`src/hdl/csq_pkg.sv`:
```
// shared types, codes and widths for the cursor sequence store
package csq_pkg;

    localparam int DEPTH_DEF   = 32;
    localparam int MODE_W      = 4;
    localparam int VALUE_W     = 64;
    localparam int COUNT_OUT_W = 6;
    localparam int STATUS_W    = 2;

    localparam logic [MODE_W-1:0] MODE_START      = 4'd0;
    localparam logic [MODE_W-1:0] MODE_ADVANCE    = 4'd1;
    localparam logic [MODE_W-1:0] MODE_INSERT     = 4'd2;
    localparam logic [MODE_W-1:0] MODE_ATTACH     = 4'd3;
    localparam logic [MODE_W-1:0] MODE_FRONT_PUSH = 4'd4;
    localparam logic [MODE_W-1:0] MODE_FRONT_POP  = 4'd5;
    localparam logic [MODE_W-1:0] MODE_BACK_PUSH  = 4'd6;
    localparam logic [MODE_W-1:0] MODE_BACK_POP   = 4'd7;
    localparam logic [MODE_W-1:0] MODE_REMOVE     = 4'd8;

    localparam logic [STATUS_W-1:0] STATUS_OK    = 2'd0;
    localparam logic [STATUS_W-1:0] STATUS_FULL  = 2'd1;
    localparam logic [STATUS_W-1:0] STATUS_EMPTY = 2'd2;

    typedef struct packed {
        logic take;
        logic exec;
        logic load;
    } csq_cmd_t;

endpackage

```
`src/hdl/csq_ctrl.sv`:
```
// controller state machine: input beat, execute, result load
module csq_ctrl
    import csq_pkg::*;
(
    input  logic     clk,
    input  logic     rst_n,
    input  logic     item_valid,
    output logic     item_ready,
    output logic     result_valid,
    input  logic     result_ready,
    output csq_cmd_t cmd
);

    localparam logic [1:0] ST_IDLE = 2'd0;
    localparam logic [1:0] ST_EXEC = 2'd1;
    localparam logic [1:0] ST_LOAD = 2'd2;

    logic [1:0] state_reg;
    logic [1:0] state_next;
    logic       result_valid_reg;
    logic       result_valid_next;

    always_comb
    begin
        cmd.take   = (state_reg == ST_IDLE) && item_valid;
        cmd.exec   = (state_reg == ST_EXEC);
        cmd.load   = (state_reg == ST_LOAD) && (!result_valid_reg || result_ready);
        state_next = state_reg;
        unique case (state_reg)
            ST_IDLE:
            begin
                if (item_valid)
                begin
                    state_next = ST_EXEC;
                end
            end
            ST_EXEC:
            begin
                state_next = ST_LOAD;
            end
            ST_LOAD:
            begin
                if (!result_valid_reg || result_ready)
                begin
                    state_next = ST_IDLE;
                end
            end
            default:
            begin
                state_next = ST_IDLE;
            end
        endcase
        if (cmd.load)
        begin
            result_valid_next = 1'b1;
        end
        else if (result_ready)
        begin
            result_valid_next = 1'b0;
        end
        else
        begin
            result_valid_next = result_valid_reg;
        end
    end

    always_ff @(posedge clk or negedge rst_n)
    begin
        if (!rst_n)
        begin
            state_reg        <= ST_IDLE;
            result_valid_reg <= 1'b0;
        end
        else
        begin
            state_reg        <= state_next;
            result_valid_reg <= result_valid_next;
        end
    end

    assign item_ready   = (state_reg == ST_IDLE);
    assign result_valid = result_valid_reg;

endmodule

```
`config.mk`:
```
export PLATFORM = sky130hd
export DESIGN_NAME = csq_ctrl
export DESIGN_NICKNAME = d
export VERILOG_FILES = /design/src/hdl/csq_pkg.sv /design/src/hdl/csq_ctrl.sv
export SDC_FILE = /design/constraint.sdc
export NUM_CORES = 1
export LEC_CHECK = 0
export ABC_AREA = 0
export BUFFER_PORTS_ARGS = -buffer_cell sky130_fd_sc_hd__buf_2
export CAP_MARGIN = 20
export CORE_AREA = 3 3 40 42
export DETAILED_ROUTE_END_ITERATION = 7
export DIE_AREA = 0 0 43 45
export REMOVE_ABC_BUFFERS = 1
export SYNTH_ARGS = -nofsm -noshare
export SYNTH_HDL_FRONTEND = slang
export SYNTH_SLANG_ARGS = --single-unit
export TNS_END_PERCENT = 1
```
`constraint.sdc`:
```
create_clock -name clk -period 0.9 [get_ports clk]
set_input_delay 0.135 -clock clk [delete_from_list [all_inputs] [get_ports clk]]
set_output_delay 0.135 -clock clk [all_outputs]
set_load 0.005 [all_outputs]
```
### Word level (Yosys, flattened, before mapping)

Index checks and enable logic that the tools add are counted.

* bits in read-only memories: 0
* memories kept: 0
* word-level logic and storage cells: 18
* latch bits: 0
* bits of input ports: 4
* output and inout port bits: 5
* memory bits (writable): 0
* flip-flop bits (word level): 3

* div/mod/pow operators: 0
* multiplexer cells: 5
* bitwise operators: 0
* multipliers: 0
* reduce and logical (&&, ||, !) cells: 7
* order comparisons: 0
* shift-type cells: 0
* add/subtract/negate cells: 0
* equal/unequal tests: 4

Operators by type and width (count)
* case mux 2 bit (3 select lines): 1
* 2-to-1 mux 2 bit: 2
* == test 2 x 1 -> 1 bit (second input constant): 1
* == test 2 bit (second input constant): 1
* logical AND 1 bit: 2
* zero test 2 bit: 1
* 2-to-1 mux 1 bit: 2
* != test 2 x 1 -> 1 bit (second input constant): 1
* != test 2 bit (second input constant): 1
* AND reduction 2 bit: 1
* nonzero test 2 bit: 1
* zero test 1 bit: 1
* logical OR 1 bit: 1

### Depth between registers and ports, before layout

* word-level depth: 4
* mapped depth: 3
* gate-level depth less buffers: 2

### Least setup slack after synthesis

OpenSTA, ideal clock, no wires.

* kind: reg2out
* from: register state_reg[0]
* to: output port cmd[0] (netlist name)
* stages on the path, launching flop included: 4
* path buffers: 1
* data required time: 765 ps
* path slack: 22 ps
* arrival: 743 ps
* path through: dfrtp_1 nand2b_1 nor2b_1 buf_4

RTL lines
* start: declaration: RTL line csq_ctrl.sv:18 `logic [1:0] state_reg;`
* start signal: assignment: RTL line csq_ctrl.sv:76 `state_reg <= state_next;`
* end: declaration: RTL line csq_ctrl.sv:11 `output csq_cmd_t cmd`

==> metrics.yaml <==
finish:
  final_common_cell: "buf_2"
  layout_common_cells: "buf_2, clkbuf_4, buf_4"
  drive_above_1_share_pct: 67.9
  fin_nets: 33
  final_area_um2: 279
  fillCellCount: 136
  antenna_cells: 0
  synthToLayoutAreaGrowth_pct: 99.1
  largest_reg_flops: 2
sta:
  finalSetupViolCount: 4
  worstMarginPinSlew_ps: 137
  hold_viol: 0
  max_freq_mhz: 862
  fin_skew_ps: 1.91
  setup-tns-final_ps: -893
  slew_headroom_pct: 90.9
  finalCritPeriodShare_pct: 129
  period_needed_ps: 1160
  slew_violations: 0
  worst_slack_ps: -260
  rsz0062_at_grt: "yes"
placement:
  pre_cts_slack_ps: 4.04
  place_area_um2: 214
  gp_congestion: 0.644
  portBuffers: 8
  hpwlAfterDp_um: 249
setup_path:
  worst_setup_path_end_kind: "output port"
  start_kind: "flop"
  path_delay_family: "flip-flops"
  required_ps: 760
  cp_max_fo: 3
  cp_num_buf_inv: 1
  path_cells: "nor2_4 > and2_4 > buf_6"
  worst_path_max_delay_cell: "dfrtp_2"
  critical-path-max-stage-delay_ps: 440
  worstPathArrival_ps: 1030
  path_class: "reg2out"
synthesis:
  ys_seq_area_share_pct: 53.6
  syn-mean-instance-area_um2: 10.8
  netlist_area_um2: 140
  synth_top_cell_area_share_pct: 53.6
  yosysUniqueCellTypes: 9
  synth_largest_area_cell: "dfrtp_1"
  yosysWarnings: 0
  ys_top_cells_by_area: "dfrtp_1, and2_1, nand2b_1"
  ys_ff_latch: 3
  netlist_instances: 13
clock_network:
  cts_root_buf: "clkbuf_4"
  cts_tree: "built"
  cts_max_level: 1
  cts.sink_count: 3
  clock_path_buffers: 2
  cts_setup_buffers: 0
  cts_buffers: 3
  clock_latency_ps: 240
  path_clk_slew_ps: 40
detailed_routing:
  num_vias: 142
  via_per_inst: 3.30
  wire_per_inst_um: 8.42
  ant_nets: 0
  firstDrtPassIters: 2
  drc: 0
  drt-total-wl_um: 362
  drt_iter0_markers: 1
pwr:
  p_clk_share_pct: 31.4
  static-leakage-power_uw: 0.000139
  switchingPower_uw: 229
  p_int_uw: 555
  seqPwrFrac_pct: 29.1
  combPwrFrac_pct: 39.5
  peakVddDrop_v: 0.000887
  cellPowerDensity_nw_per_um2: 2810
  switching_share_pct: 29.2
floorplan:
  die_w_um: 43
  die_h_um: 45
  core-area_um2: 1280
  pin_count: 9
  dieArea_um2: 1940
  rows: 13
  start_util_pct: 10.9
global_route:
  grt_usage_pct: 5.59
  grt_max_degree: 4
  antenna_found_initial: 0
  grt_pass1_wl_um: 683
  grt_pass1_vias: 156
  grt-ovfl-total: 0
outcome:
  outcome: "complete, but fails checks"
  violations: "setup timing"
flow_run:
  maxCapViolations: 0
worst_hold_path:
  worstHoldPathType: "in2reg"
power groups by stage:
stage | Combinational [µW] | Sequential, µW | Clock [µW]
finish | 310 | 228 | 246
global route | 346 | 237 | 284
CTS | 270 | 210 | 262
detailed placement | 241 | 210 | 0
global placement | 239 | 209 | 0
floorplan | 94.9 | 210 | 0
per-stage QoR:
stage               utilization, %  hold WS (ps)  total power (µW)  instances
floorplan                        -          -161               305         12
global placement              16.7         -64.6               448         38
detailed placement            16.7         -64.5               451         38
CTS                           20.0           111               742         43
global route                  21.7           135               867         43
finish                        21.7           131               785         43
kinds of logic after synthesis:
logic type | share of synthesized area, %
buffers and inverters | 5.36
flip-flops | 53.6
AND/OR/NAND/NOR | 35.7
AO/OA/AOI/OAI | 5.36
synth_stat cells:
cell type  n
and2_1     2
nor2b_2    1
nor2b_1    1
dfrtp_1    3
o21bai_1   1
nand2_1    1
buf_4      1
nor2_2     1
nand2b_1   2
final timing paths:
check | start | cells past startpoint | end | slack [ps]
setup / recovery | state_reg[1] | 3 | cmd[2] | -260
hold / removal | item_valid | 2 | state_reg[0] | 130
setup reg to reg | state_reg[0] | 3 | state_reg[1] | 20
hold reg to reg | result_valid | 3 | result_valid | 610
max in group asynchronous | rst_n | 2 | state_reg[1] | 540
min in group asynchronous | rst_n | 2 | result_valid | 240
area by class of cell:
type	instances	area [µm²]	share of cell area, %
tap	15	18.8	6.73
clock buffer	4	26.3	9.42
timing repair buffer	12	85.1	30.5
multi-input combinational	9	72.6	26.0
sequential	3	76.3	27.4
routing by layer:
layer  share of wire (%)  global-route usage [%]
met4                   0                    1.81
met5                   0                       0
met3                  21                    7.97
met1                  52                    6.31
met2                  27                    5.39
worst register-to-register path, delay by kind of cell, from the launching register on:
kind            cells  cell delay [ps]
compound gates      1              110
buf+inv             1              130
flops               1              400
simple gates        1              150
what timing repair did:
action	4_1_cts	5_1_grt
hold endpoints to repair	3	0
gates cloned	0	0
setup endpoints to repair	4	6
gates resized for setup	1	5
pin swaps	1	2
hold buffers	1	0
Power figures use the tool's default switching activity.
